File: src/hw/rtl/wvr_pkg.sv
// Shared types and constants for the wavetable voice renderer.
package wvr_pkg;

    localparam int STEP_BITS     = 40;
    localparam int APB_ADDR_BITS = 6;
    localparam int APB_DATA_BITS = 64;

    typedef enum logic [1:0] {
        KIND_LOAD  = 2'd0,
        KIND_START = 2'd1,
        KIND_TICK  = 2'd2
    } kind_t;

    typedef enum logic [2:0] {
        REG_STEP_NUM     = 3'd0,
        REG_STEP_DEN     = 3'd1,
        REG_WAVE_LENGTH  = 3'd2,
        REG_LOOP_BEGIN   = 3'd3,
        REG_LOOP_LENGTH  = 3'd4,
        REG_DECAY_LENGTH = 3'd5,
        REG_AMPLITUDE    = 3'd6,
        REG_IGNORE_TAIL  = 3'd7
    } reg_index_t;

    // Which scaled count a start transaction is working on.
    typedef enum logic [1:0] {
        SCALE_TAIL  = 2'd0,
        SCALE_LOOP  = 2'd1,
        SCALE_START = 2'd2,
        SCALE_DECAY = 2'd3
    } scale_sel_t;

    typedef enum logic [4:0] {
        OP_NONE,
        OP_LOAD,
        OP_START,
        OP_SC_GO,
        OP_SC_WAIT,
        OP_TK_SEL,
        OP_SRC_GO,
        OP_SRC_WAIT,
        OP_RD0,
        OP_RD1,
        OP_RD2,
        OP_IP_GO,
        OP_IP_WAIT,
        OP_DC_ZERO,
        OP_DC_GO,
        OP_DC_WAIT,
        OP_AMP,
        OP_EMIT
    } dp_op_t;

    typedef enum logic [4:0] {
        ST_IDLE,
        ST_SC_GO,
        ST_SC_WAIT,
        ST_TK_SEL,
        ST_TK_GO,
        ST_TK_WAIT,
        ST_RD0,
        ST_RD1,
        ST_RD2,
        ST_IP_GO,
        ST_IP_WAIT,
        ST_DC_CHK,
        ST_DC_GO,
        ST_DC_WAIT,
        ST_AMP,
        ST_EMIT
    } ctrl_state_t;

    typedef enum logic [1:0] {
        MD_IDLE,
        MD_MUL,
        MD_DIV,
        MD_DONE
    } md_phase_t;

    typedef struct packed {
        dp_op_t     op;
        scale_sel_t sel;
    } dp_cmd_t;

    typedef struct packed {
        logic md_done;
        logic active;
        logic interp_needed;
        logic in_release;
        logic decay_over;
        logic out_free;
    } dp_status_t;

    typedef struct packed {
        logic [STEP_BITS-1:0] step_num;
        logic [STEP_BITS-1:0] step_den;
        logic [16:0]          wave_length;
        logic [15:0]          loop_begin;
        logic [16:0]          loop_length;
        logic [23:0]          decay_length;
        logic [15:0]          amplitude;
        logic                 ignore_tail;
    } cfg_t;

endpackage

File: src/hw/rtl/wvr_ctrl.sv
// Sequencer for load, note start and sample rendering transactions.
module wvr_ctrl
    import wvr_pkg::*;
(
    input  logic       clk,
    input  logic       rst_n,
    input  logic       item_accept,
    input  logic [1:0] kind,
    input  dp_status_t st,
    output dp_cmd_t    cmd,
    output logic       idle
);

    ctrl_state_t state_reg, state_next;
    scale_sel_t  sel_reg;

    always_comb
    begin
        state_next = state_reg;
        case (state_reg)
            ST_IDLE:
            begin
                if (item_accept)
                begin
                    if (kind == KIND_START)
                        state_next = ST_SC_GO;
                    else if (kind == KIND_TICK && st.active)
                        state_next = ST_TK_SEL;
                end
            end
            ST_SC_GO:   state_next = ST_SC_WAIT;
            ST_SC_WAIT:
            begin
                if (st.md_done)
                    state_next = (sel_reg == SCALE_DECAY) ? ST_IDLE : ST_SC_GO;
            end
            ST_TK_SEL:  state_next = ST_TK_GO;
            ST_TK_GO:   state_next = ST_TK_WAIT;
            ST_TK_WAIT: if (st.md_done) state_next = ST_RD0;
            ST_RD0:     state_next = ST_RD1;
            ST_RD1:     state_next = ST_RD2;
            ST_RD2:     state_next = st.interp_needed ? ST_IP_GO : ST_DC_CHK;
            ST_IP_GO:   state_next = ST_IP_WAIT;
            ST_IP_WAIT: if (st.md_done) state_next = ST_DC_CHK;
            ST_DC_CHK:  state_next = (st.in_release && !st.decay_over) ? ST_DC_GO : ST_AMP;
            ST_DC_GO:   state_next = ST_DC_WAIT;
            ST_DC_WAIT: if (st.md_done) state_next = ST_AMP;
            ST_AMP:     state_next = ST_EMIT;
            ST_EMIT:    if (st.out_free) state_next = ST_IDLE;
            default:    state_next = ST_IDLE;
        endcase
    end

    always_comb
    begin
        cmd.op  = OP_NONE;
        cmd.sel = sel_reg;
        idle    = (state_reg == ST_IDLE);
        case (state_reg)
            ST_IDLE:
            begin
                if (item_accept && kind == KIND_LOAD)
                    cmd.op = OP_LOAD;
                else if (item_accept && kind == KIND_START)
                    cmd.op = OP_START;
            end
            ST_SC_GO:   cmd.op = OP_SC_GO;
            ST_SC_WAIT: cmd.op = OP_SC_WAIT;
            ST_TK_SEL:  cmd.op = OP_TK_SEL;
            ST_TK_GO:   cmd.op = OP_SRC_GO;
            ST_TK_WAIT: cmd.op = OP_SRC_WAIT;
            ST_RD0:     cmd.op = OP_RD0;
            ST_RD1:     cmd.op = OP_RD1;
            ST_RD2:     cmd.op = OP_RD2;
            ST_IP_GO:   cmd.op = OP_IP_GO;
            ST_IP_WAIT: cmd.op = OP_IP_WAIT;
            ST_DC_CHK:
            begin
                if (st.in_release && st.decay_over)
                    cmd.op = OP_DC_ZERO;
            end
            ST_DC_GO:   cmd.op = OP_DC_GO;
            ST_DC_WAIT: cmd.op = OP_DC_WAIT;
            ST_AMP:     cmd.op = OP_AMP;
            ST_EMIT:    if (st.out_free) cmd.op = OP_EMIT;
            default:    cmd.op = OP_NONE;
        endcase
    end

    always_ff @(posedge clk or negedge rst_n)
    begin
        if (!rst_n)
        begin
            state_reg <= ST_IDLE;
            sel_reg   <= SCALE_TAIL;
        end
        else
        begin
            state_reg <= state_next;
            if (state_reg == ST_IDLE)
                sel_reg <= SCALE_TAIL;
            else if (state_reg == ST_SC_WAIT && st.md_done)
                sel_reg <= scale_sel_t'(sel_reg + 2'd1);
        end
    end

endmodule

File: config.mk
export PLATFORM = sky130hd
export DESIGN_NAME = wvr_ctrl
export DESIGN_NICKNAME = d
export VERILOG_FILES = /design/src/hw/rtl/wvr_pkg.sv /design/src/hw/rtl/wvr_ctrl.sv
export SDC_FILE = /design/constraint.sdc
export NUM_CORES = 1
export LEC_CHECK = 0
export BUFFER_PORTS_ARGS = -buffer_cell sky130_fd_sc_hd__buf_2
export CAP_MARGIN = 40
export CORE_MARGIN = 10
export CORE_UTILIZATION = 40
export DETAILED_ROUTE_END_ITERATION = 10
export PLACE_DENSITY = 0.75
export SLEW_MARGIN = 20
export SYNTH_ARGS = -nofsm -noshare
export SYNTH_HDL_FRONTEND = slang
export SYNTH_SLANG_ARGS = --single-unit
File: constraint.sdc
create_clock -name clk -period 1.4 [get_ports clk]
set_input_delay 0.28 -clock clk [delete_from_list [all_inputs] [get_ports clk]]
set_output_delay 0.28 -clock clk [all_outputs]
set_load 0.005 [all_outputs]
**Word level (Yosys, flattened, before mapping)**

Index checks and enable logic that the tools add are counted.

- Flip-flop bits (word level): 7
- Output and inout bits: 8
- Logic and storage cells: 58

- Add/subtract/negate cells: 1
- Eq/ne operators: 25
- Multiplexer cells: 19
- Reduce and logical (&&, ||, !) cells: 11

Operator list:

| cell | number |
|---|---|
| 5-bit one-hot mux with 16 select lines | 2 |
| 5-bit two-way mux | 9 |
| 5-bit by 4-bit equality test with 1-bit output (second input constant) | 8 |
| 5-bit by 3-bit equality test with 1-bit output (second input constant) | 4 |
| 2-bit two-way mux | 6 |
| 2-bit inequality test (second input constant) | 6 |
| 5-bit by 2-bit equality test with 1-bit output (second input constant) | 2 |
| 7-bit AND reduction | 1 |
| 1-bit logical AND | 6 |
| 5-bit by 1-bit equality test with 1-bit output (second input constant) | 1 |
| 5-bit logical NOT | 1 |
| 2-bit equality test (second input constant) | 2 |
| 4-bit two-way mux | 1 |
| 3-bit by 1-bit inequality test with 1-bit output (second input constant) | 1 |
| 2-bit by 1-bit adder with 2-bit output (second input constant) | 1 |
| 2-bit by 1-bit equality test with 1-bit output (second input constant) | 1 |
| 2-bit logical NOT | 1 |
| 2-bit nonzero test | 1 |
| 1-bit logical NOT | 1 |
| 1-bit two-way mux | 1 |

**Longest topological paths before layout**

Gate-level depths: netlist (run 1).

- Word-level depth: 6
- Gate-level depth with buffers: 6
- Gate-level depth less buffers: 5

**Worst setup path after synthesis (run 1)**

No wires, ideal clock.

- Path kind: register -> register
- From: register state_reg[3]
- To: register state_reg[0]
- Library setup time: 0.138 ns
- Arrival time: 1.354 ns
- Path slack: -0.091 ns
- Cell stages (with the launch flop): 6
- Buffers on the path: 0
- Cells stage by stage: dfrtp_1 -> or3_4 -> a2111oi_4 -> a311oi_2 -> a21oi_1 -> a21oi_1

- Word-level cells in the longest chain between the ends: 3
- Elaborated cells on any way between the ends: 25
- Classes of those cells: 22 x eq/ne; 1 x mux; 2 x reduce/logical

Ends and longest elaborated chain:

| element | RTL line | text |
|---|---|---|
| from (decl) | wvr_ctrl.sv:14 | `ctrl_state_t state_reg, state_next;` |
| from (signal assigned) | wvr_ctrl.sv:99 | `state_reg <= state_next;` |
| 5-bit by 3-bit equality test with 1-bit output, or another cell as far along | wvr_ctrl.sv:20 | `case (state_reg)` |
| 2-bit inequality test (no source line) / 3-bit by 1-bit inequality test with 1-bit output (equally long branches) | n/a |  |
| 7-bit AND reduction (no source line) | n/a |  |

Parallel ways exist; a longest one is shown, timed or not.
A chain may end at the register's enable or synchronous reset.

==> results of run 1 <==
[repair_timing]
item	4_1_cts	5_1_grt
pin swaps	3	2
hold endpoints to repair	6	0
hold buffers	1	0
gates resized for setup	6	6
setup endpoints to repair	9	11
setup buffers	5	1
[logic make-up after synthesis]
family	after synthesis	synth area share, %
and+or+nand+nor	32	31.29
AOI/OAI and AO/OA	22	30.62
buffers and inverters	9	7.028
DFF	6	27.21
xor gates and xnor gates	1	1.588
adders and majority gates	1	2.267
[layer usage]
metal | vias up | track usage, %
li1 | 321 | -
met1 | 295 | 10.99
met2 | 25 | 19.22
met3 | 6 | 4.867
met4 | 0 | 5.034
met5 | - | 0
[critical path: stages (launching register included)]
cell     delay (ns)
dfrtp_1        0.38
or3_4          0.42
nor2_4         0.09
a32oi_1        0.09
nand2_1        0.07
buf_2          0.11
[final timing paths]
path                              start            to  slack, ns  depth (start not counted)
hold reg to reg              sel_reg[0]    sel_reg[0]       0.59                          1
setup reg to reg           state_reg[0]  state_reg[1]      -0.26                          6
hold / removal                    rst_n  state_reg[3]       0.39                          2
max in group asynchronous         rst_n  state_reg[1]       0.85                          2
min in group clk                  st[0]  state_reg[3]       0.41                          3
setup / recovery           state_reg[0]        cmd[2]      -0.29                          5
[cells in the final DEF (no fill, tap or decap), drive strengths merged, types with 2 or more instances in the layout]
| cell | n |
|---|---|
| nor2 | 4 |
| clkbuf | 3 |
| nor3 | 3 |
| nand2 | 9 |
| inv | 4 |
| nand3 | 4 |
| nor2b | 3 |
| and3 | 2 |
| nand2b | 4 |
| dfrtp | 6 |
| buf | 34 |
| o21ai | 6 |
| a21oi | 5 |
[power by group]
part,switching (W),internal [W],total (W)
combinational,0.000671,0.000701,0.00137
clock,0.0000659,0.0000972,0.000163
sequential,0.0000924,0.000264,0.000357
total,0.000829,0.00106,0.00189
[final cells by class]
type / count / area [sq um]
sequential: 6 / 151.4
clock buffer: 3 / 22.52
inverter: 4 / 15.01
fill: 126 / 457.9
timing repair buffer: 35 / 235.2
tap: 15 / 18.77
multi-input combinational: 56 / 400.4
[stage by stage]
stage / utilization (%) / worst slack (ns) / area, sq um / hold slack [ns] / std cells
global placement: 54.71 / -0.05281 / 711.9 / 0.1089 / 109
global route: 64.81 / -0.3626 / 843.3 / 0.3975 / 119
floorplan: - / -0.009992 / 551.8 / -0.01559 / 71
finish: 64.81 / -0.2883 / 843.3 / 0.3869 / 119
CTS: 61.54 / -0.2870 / 800.8 / 0.3833 / 118
detailed placement: 54.71 / -0.1022 / 711.9 / 0.1181 / 109
==> summary.md, run 1 <==
| Metric | Value |
|---|---|
| Status | finished, violations left |
| Failing checks | negative setup slack |
| Global Route Usage Sum | between 10% and 20% |
| Cell accounting for the most synthesized area | dfrtp_1 |
| CTS Sinks | 6 |
| Rel. slew slack | between 70% and 80% |
| Antenna Violating Nets Remaining | 0 |
| Die area | 0.003265 sq mm |
| Pwr dens | around 2200 mW/mm^2 |
| Number of global-route vias before repair | roughly 690 |
| Final Critical Period | approximately 1.7 ns |
| Final GP Congestion | roughly 0.86 |
| IO Port Bufs | 18 |
| Overall power | around 0.0019 W |
| Die W | 57.14 um |
| Die boundary height | approximately 57 um |
| Top sig layer | met4 |
| Post-DP HPWL | between 1000 and 1500 um |
| Ant. Diodes | 0 |
| Syn avg cell area | around 8 sq um |
| Final nets | 118 |
| Cells after synthesis | about 70 |
| Lkg Pwr | slightly above 0.4 nW |
| Slew @ Worst Pin | between 0.3 and 0.4 ns |
| Skew final | 0.006506 ns |
| Peak supply drop | roughly 1.1 mV |
| HP Class | in -> async |
| Hold Vio Cnt, Final | 0 |
| Area grow syn2layout | 52.83% |
| Final WS setup | -0.2883 ns |
| Final setup violation count | 9 |
| Wl on met1 | a little over 700 um |
| CP Class | reg -> out |
| Count of different cell masters after synthesis | 31 |
| Worst path arrival time | 1.41 ns |
| Post-synthesis sequential area ratio | ~27% |
| Max reg flops | 4 |
| Max cap viols | 0 |
| Yosys reg bits | 6 |
| Ys async rst share | 100.0% |
| Global route overflow | 0 |
| Slew Limit Fails | 0 |
| H-Tree Level Count | 1 |
| Setup crit end kind | output pin |
| 1st-iter DRT viols | 4 |
| Crit-path max FO | 3 |
| Largest net degree at the start of global routing | 13 |
| WL met2 | around 1000 um |
| First-pass GRT wire length | ~3000 um |
| RSZ-0062 raised after global routing | yes |
| Routed length per placed instance | between 15 and 20 um |
| Starting Density | 42.40% |
| Vias/cell | between 5 and 6 |
| Post-Route WL | ~1900 um |
| Final period utilization | 120.6% |
| Skew-Pair Late Insertion Delay | around 0.25 ns |
| Post-route DRC violation count | 0 |
| Clk Tree Root Cell | clkbuf_4 |
| Routed vias | about 650 |
| Fmax | 592.3 MHz |
| Clock slew at reported path FFs | approximately 0.05 ns |
| Io pins | 19 |
| Syn nets | a little over 80 |
| Met3 wire len | 156 um |
| CP required | approximately 1.1 ns |
| Mapped Area | 551.8 sq um |
| Critical path startpoint category | register |
| Most instantiated cells after synthesis | 9 x nand2_1, 6 x dfrtp_1, 5 x a21oi_1 |
| Num CTS Buffers | 3 |
| Most frequent cell after synthesis | nand2_1 |
| Core box area | ~0.0013 sq mm |
| Clock Path Buffers | 2 |
| Top_reg_cell synth | dfrtp_1 |
| Area contributors post-synth | dfrtp_1 27%, nand2_1 6.1%, a2111oi_4 5.0%, a21oi_1 4.5%, nand2b_1 4.5% |
| EDFF count, synth | 0 |
| Antenna violations before repair | 0 |
| Setup tns final | -1.942 ns |
| Share of the synthesized area in the top cell type | between 20% and 30% |
| Num rows | 13 |
| CTS tree | yes |
| DR pass1 iterations | 4 |
| Fraction of layout cells with a size suffix above 1 | 46.15% |
| Yosys warns | 0 |
(Power assumes the default switching activity.)
==> run 2: changes to the inputs <==
--- a/config.mk
+++ b/config.mk
@@ -6,11 +6,10 @@
 export NUM_CORES = 1
 export LEC_CHECK = 0
 export BUFFER_PORTS_ARGS = -buffer_cell sky130_fd_sc_hd__buf_2
-export CAP_MARGIN = 40
 export CORE_MARGIN = 10
 export CORE_UTILIZATION = 40
 export DETAILED_ROUTE_END_ITERATION = 10
-export PLACE_DENSITY = 0.75
+export PLACE_DENSITY = 0.69
 export SLEW_MARGIN = 20
 export SYNTH_ARGS = -nofsm -noshare
 export SYNTH_HDL_FRONTEND = slang
==> run 2 against run 1 <==
Combinational power about the same. Core utilization down 0.38 points. Design area fell by 0.59%. The run still ends with negative setup slack left. Clock skew shrank 0.0047 ns. Worst setup slack improved by 0.0046 ns. Non-clock buffer count up 1. Die area unchanged. Critical path type unchanged. Highest routed layer unchanged.
==> summary.md, run 2 (synthesized netlist as in run 1, its figures left out) <==
| Metric | Value |
|---|---|
| Status | finished, violations left |
| Failing checks | negative setup slack |
| Clock Path Buffers | 2 (unchanged) |
| Global Route Usage Sum | 10.49% (-0.53 points) |
| Commonest non-fill, non-tap cells in the layout | 18 x buf_2, 13 x buf_4, 7 x nand2_1 |
| Skew-Pair Late Insertion Delay | 0.24 ns (about the same) |
| Fin Hold WS | 0.3784 ns (-0.008527 ns) |
| Logic pwr share | 73.0% (+0.5 points) |
| Number of global-route vias before repair | 646 (-6.0%) |
| Lkg Pwr | 0.3945 nW (-2.9%) |
| H-Tree Level Count | 1 (unchanged) |
| Hold Vio Cnt, Final | 0 (unchanged) |
| Global route overflow | 0 (unchanged) |
| Clock slew at reported path FFs | 0.05 ns (about the same) |
| Crit path cell chain | or3_4, nor2_4, a32oi_1, nand2_1, buf_2 |
| Antenna Violating Nets Remaining | 0 (unchanged) |
| Ant. Diodes | 0 (unchanged) |
| Routed vias | 665 (+2.8%) |
| Post-route DRC violation count | 0 (unchanged) |
| Setup crit end kind | output pin |
| Peak supply drop | 1.103 mV (+3.6%) |
| Slew Limit Fails | 0 (unchanged) |
| Starting Density | 42.40% (unchanged) |
| 1st-iter DRT viols | 23 (+19) |
| Final WS setup | -0.2837 ns (+0.004610 ns) |
| Final Util | 64.42% (-0.38 points) |
| RSZ-0062 raised after global routing | yes |
| Die boundary height | 57.14 um (unchanged) |
| Largest net degree at the start of global routing | 13 (unchanged) |
| Internal Power | 0.001072 W (+0.87%) |
| Final GP Congestion | 0.8238 (-3.7%) |
| Max reg flops | 4 (unchanged) |
| Setup tns final | -1.730 ns (+0.2116 ns) |
| CTS tree | yes |
| CP Class | reg -> out |
| Dpl cells | 110 (+0.92%) |
| Routed length per placed instance | 13.55 um (-16%) |
| Post-DP HPWL | 1246 um (-4.0%) |
| Max incr delay on CP | 0.40 ns (-0.02 ns) |
| Die area | 0.003265 sq mm (unchanged) |
| Crit-path max FO | 3 (unchanged) |
| Io pins | 19 (unchanged) |
| Max cap viols | 0 (unchanged) |
| Num CTS Buffers | 3 (unchanged) |
| Vias/cell | 5.542 (+1.9%) |
| HP Class | in -> async |
| Fraction of layout cells with a size suffix above 1 | 46.67% (+0.51 points) |
| Clock power share | 8.6% (about the same) |
| Final Critical Period | 1.684 ns (-0.004610 ns) |
| Num rows | 13 (unchanged) |
| Clk Tree Root Cell | clkbuf_4 |
| IO Port Bufs | 18 (unchanged) |
| Worst path arrival time | 1.40 ns (about the same) |
| Sw Pwr | 0.0007800 W (-6.0%) |
| Slowest cell on the critical path | or3_4 |
| Fin area | 838.3 sq um (-0.59%) |
| Pwr dens | 2209 mW/mm^2 (-1.5%) |
| Post-DP Area | 719.4 sq um (+1.1%) |
| Antenna violations before repair | 0 (unchanged) |
| Commonest non-fill, non-tap cell in the layout | buf_2 |
| Final period utilization | 120.3% (-0.33 points) |
| DR pass1 iterations | 4 (unchanged) |
| Area grow syn2layout | 51.93% |
| CP required | 1.12 ns (about the same) |
| Die W | 57.14 um (unchanged) |
| Seq pwr share | 18.4% (-0.5 points) |
| Rel. slew slack | 74.93% (+0.14 points) |
| Final setup violation count | 10 (+1) |
| Critical path startpoint category | register |
| Core box area | 0.001301 sq mm (unchanged) |
| Final nets | 119 (+0.85%) |
| CTS Sinks | 6 (unchanged) |
| Post-Route WL | 1626 um (-15%) |
| First-pass GRT wire length | 2835 um (-5.3%) |
| Skew final | 0.001826 ns (-0.004681 ns) |
| Fmax | 593.9 MHz (+0.27%) |
| Slew @ Worst Pin | 0.3761 ns (+0.0007795 ns) |
| Final cell count without fillers | 120 (+0.84%) |
| Sw frac | 42.13% (-1.7 points) |
run 2: cell count changes in the layout (fill, tap and decap cells not counted), sizes merged:
cell / previous run / this run
buf: 34 / 35
run 2: final timing paths:
| path | from | end | slack [ns] | cells after the start |
|---|---|---|---|---|
| min in group clk | st[0] | state_reg[3] | 0.40 | 3 |
| worst min-delay path | rst_n | sel_reg[1] | 0.38 | 2 |
| worst max register to register | state_reg[3] | state_reg[0] | -0.23 | 6 |
| worst max-delay path | state_reg[3] | cmd[2] | -0.28 | 5 |
| max in group asynchronous | rst_n | state_reg[1] | 0.87 | 2 |
| worst min register to register | sel_reg[1] | sel_reg[1] | 0.58 | 2 |
run 2: what timing repair did:
action	in CTS	in global routing
pin swaps	4	2
endpoints found under the setup margin	10	11
hold buffers	1	0
hold endpoints to repair	6	0
resized for setup	8	5
buffers inserted	5	1
run 2: power groups by stage:
stage	Clock, W	Combinational [W]	Sequential, W
3_5_place_dp	0	0.00113	0.000335
2_1_floorplan	0	0.000705	0.000322
3_3_place_gp	0	0.00112	0.000332
4_1_cts	0.000159	0.00130	0.000336
6_report	0.000159	0.00135	0.000341
5_1_grt	0.000178	0.00150	0.000358
run 2: final cells by class:
| class | instances | area, sq um |
|---|---|---|
| multi-input cells | 56 | 387.9 |
| repair buffers | 36 | 242.7 |
| flip-flops and latches | 6 | 151.4 |
| inverters | 4 | 15.01 |
| clock buffers | 3 | 22.52 |
| well taps | 15 | 18.77 |
| fillers | 119 | 462.9 |
run 2: through the flow:
stage	power, W	setup WS, ns
after floorplan	0.001027	-0.009992
after global placement	0.001452	-0.08895
after detailed placement	0.001462	-0.1123
after CTS	0.001793	-0.2870
after global routing	0.002038	-0.3603
final	0.001852	-0.2837
run 2: per-layer routing:
metal	vias up	track usage [%]	part of all wire, %
met5	-	0	0
met4	0	6.040	1.9
met3	4	3.097	6.4
met2	19	17.36	47
met1	315	11.61	44
li1	327	-	-
run 2: critical path: cells and delay by family, from the launching register on:
kind / cells / cell delay (ns)
simple gates: 3 / 0.57
flops: 1 / 0.38
buf+inv: 1 / 0.11
compound gates: 1 / 0.10
==> run 3: changes to the inputs <==
--- a/config.mk
+++ b/config.mk
@@ -14,3 +14,4 @@
 export SYNTH_ARGS = -nofsm -noshare
 export SYNTH_HDL_FRONTEND = slang
 export SYNTH_SLANG_ARGS = --single-unit
+export TNS_END_PERCENT = 1
==> run 3 against run 2 <==
The run still ends with negative setup slack left. Highest routed layer unchanged. Combinational power fell by 11%. Via count decreased by 5.9%. Fmax decreased by 0.26%. Largest power group unchanged. First-iteration DRC count is 57% lower. Global-route usage decreased by 0.31 points.
==> summary.md, run 3 (synthesized netlist as in run 1, its figures left out) <==
| Metric | Value |
|---|---|
| Status | finished, violations left |
| Failing checks | negative setup slack |
| Final WS setup | -0.2881 ns (-0.004355 ns) |
| Met1 GRT Util | 10.99% (-0.62 points) |
| IO Port Bufs | 18 (unchanged) |
| Fmax | 592.4 MHz (-0.26%) |
| Met2 usage | 16.74% (-0.62 points) |
| Ant. Diodes | 0 (unchanged) |
| Final nets | 114 (-4.2%) |
| 1st-iter DRT viols | 10 (-57%) |
| Hold Vio Cnt, Final | 0 (unchanged) |
| Fillers | 124 (+4.2%) |
| Sw frac | 43.02% (+0.90 points) |
| Peak supply drop | 1.098 mV (-0.46%) |
| Internal Power | 0.0009699 W (-9.5%) |
| Rel. slew slack | 76.17% (+1.2 points) |
| Routed length per placed instance | 13.42 um (-0.98%) |
| Seq pwr share | 20.0% (+1.6 points) |
| Max reg flops | 4 (unchanged) |
| Clk Tree Root Cell | clkbuf_4 |
| GRT met3 Usage | 3.319% (+0.22 points) |
| Dpl cells | 110 (unchanged) |
| Area grow syn2layout | 43.08% |
| Launch point of the worst path | state_reg[2] |
| Slowest cell on the critical path | or3_4 |
| Largest net degree at the start of global routing | 13 (unchanged) |
| Critical path startpoint category | register |
| Final setup violation count | 10 (unchanged) |
| HP Class | in -> async |
| Die area | 0.003265 sq mm (unchanged) |
| Setup tns final | -1.739 ns (-0.008740 ns) |
| Die boundary height | 57.14 um (unchanged) |
| Clock slew at reported path FFs | 0.05 ns (about the same) |
| Skew-Pair Late Insertion Delay | 0.25 ns (about the same) |
| CP top delay family | simple AND/OR/NAND/NOR gates |
| Logic pwr share | 70.8% (-2.2 points) |
| Antenna Violating Nets Remaining | 0 (unchanged) |
| Fin Hold WS | 0.3765 ns (-0.001807 ns) |
| Antenna violations before repair | 0 (unchanged) |
| Lkg Pwr | 0.3673 nW (-6.9%) |
| CP Class | reg -> out |
| Worst path arrival time | 1.41 ns (about the same) |
| Post-Route WL | 1543 um (-5.1%) |
| Clock Path Buffers | 2 (unchanged) |
| Io pins | 19 (unchanged) |
| Post-route DRC violation count | 0 (unchanged) |
| Final cell count without fillers | 115 (-4.2%) |
| Final period utilization | 120.6% (+0.31 points) |
| Max incr delay on CP | 0.42 ns (+0.02 ns) |
| First-pass GRT wire length | 2746 um (-3.1%) |
| Skew final | 0.004801 ns (+0.002975 ns) |
| RSZ-0062 raised after global routing | yes |
| Worst R2R Start | state_reg[2] |
| Clock power share | 9.3% (+0.7 points) |
| Number of global-route vias before repair | 641 (-0.77%) |
| Crit. path cell count | 5 (unchanged) |
| Crit-path max FO | 3 (unchanged) |
| DR pass1 iterations | 4 (unchanged) |
| Crit path cell chain | or3_4, nor2_4, a32oi_1, nand2_1, buf_2 |
| Fin area | 789.5 sq um (-5.8%) |
| Max cap viols | 0 (unchanged) |
| Num rows | 13 (unchanged) |
| Final GP Congestion | 0.8238 (unchanged) |
| Slew @ Worst Pin | 0.3548 ns (-0.02133 ns) |
| Global Route Usage Sum | 10.18% (-0.31 points) |
| Slew Limit Fails | 0 (unchanged) |
| Worst reg2reg endpoint | state_reg[0] |
| Post-DP HPWL | 1246 um (unchanged) |
| Commonest non-fill, non-tap cell in the layout | buf_2 |
| Final Critical Period | 1.688 ns (+0.004355 ns) |
| CP required | 1.12 ns (about the same) |
| Reg2reg path depth | 6 (unchanged) |
| Vias/cell | 5.443 (-1.8%) |
| Reg2Reg Setup Slack | -0.23 ns (about the same) |
| CP Capture Point | cmd[2] |
| Global route overflow | 0 (unchanged) |
| Die W | 57.14 um (unchanged) |
| Starting Density | 42.40% (unchanged) |
| Busiest grt layer | met2 |
| Core box area | 0.001301 sq mm (unchanged) |
| Pwr dens | 2156 mW/mm^2 (-2.4%) |
| Num CTS Buffers | 3 (unchanged) |
| Setup crit end kind | output pin |
| CP Buf/Inv Count | 1 (unchanged) |
| Commonest non-fill, non-tap cells in the layout | 18 x buf_2, 9 x buf_4, 8 x nand2_1 |
| Routed vias | 626 (-5.9%) |
| H-Tree Level Count | 1 (unchanged) |
| CTS tree | yes |
| CTS Sinks | 6 (unchanged) |
| Post-DP Area | 719.4 sq um (unchanged) |
| Fraction of layout cells with a size suffix above 1 | 42.00% (-4.7 points) |
| Sw Pwr | 0.0007324 W (-6.1%) |
[run 3: changes by cell type in the layout (fill, tap and decap cells not counted)]
cell	change
nand2_4	-1
inv_1	+1
buf_4	-4
inv_2	-1
nand2_1	+1
buf_6	-1
[run 3: worst min path at each step]
stage	startpoint	endpoint	cells past startpoint
global route	rst_n	state_reg[0]	2
floorplan	rst_n	sel_reg[0]	0
detailed placement	rst_n	sel_reg[1]	1
CTS	rst_n	sel_reg[1]	2
finish	rst_n	sel_reg[1]	2
global placement	rst_n	sel_reg[1]	1
[run 3: through the flow]
stage	util (%)	setup slack [ns]	total power, W
2_1_floorplan	-	-0.009992	0.001027
3_3_place_gp	55.29	-0.08895	0.001452
3_5_place_dp	55.29	-0.1123	0.001462
4_1_cts	60.67	-0.2870	0.001714
5_1_grt	60.67	-0.3604	0.001890
6_report	60.67	-0.2881	0.001702
[run 3: area by class of cell]
type                    instances  area, sq um  area share [%]
flip-flops and latches          6        151.4           19.18
repair buffers                 31        201.4           25.52
multi-input cells              56        380.4           48.18
clock buffers                   3        22.52           2.853
well taps                      15        18.77           2.377
inverters                       4        15.01           1.902
[run 3: power groups by stage]
| stage | Combinational (W) | Sequential [W] | Clock (W) |
|---|---|---|---|
| 2_1_floorplan | 0.000705 | 0.000322 | 0 |
| 3_3_place_gp | 0.00112 | 0.000332 | 0 |
| 3_5_place_dp | 0.00113 | 0.000335 | 0 |
| 4_1_cts | 0.00121 | 0.000342 | 0.000159 |
| 5_1_grt | 0.00135 | 0.000359 | 0.000179 |
| 6_report | 0.00120 | 0.000340 | 0.000158 |
[run 3: per-layer routing]
| metal | vias up | routed length, um |
|---|---|---|
| li1 | 316 | - |
| met1 | 288 | 679 |
| met2 | 17 | 738 |
| met3 | 5 | 88 |
| met4 | 0 | 36 |
| met5 | - | 0 |
[run 3: what timing repair did]
item                                    CTS  global route
resized for setup                         9             0
pin swaps                                 4             0
endpoints found under the setup margin   10            11
hold buffers                              1             0
gates cloned                              0             0
endpoints found under the hold margin     6             0
buffers inserted                          1             0
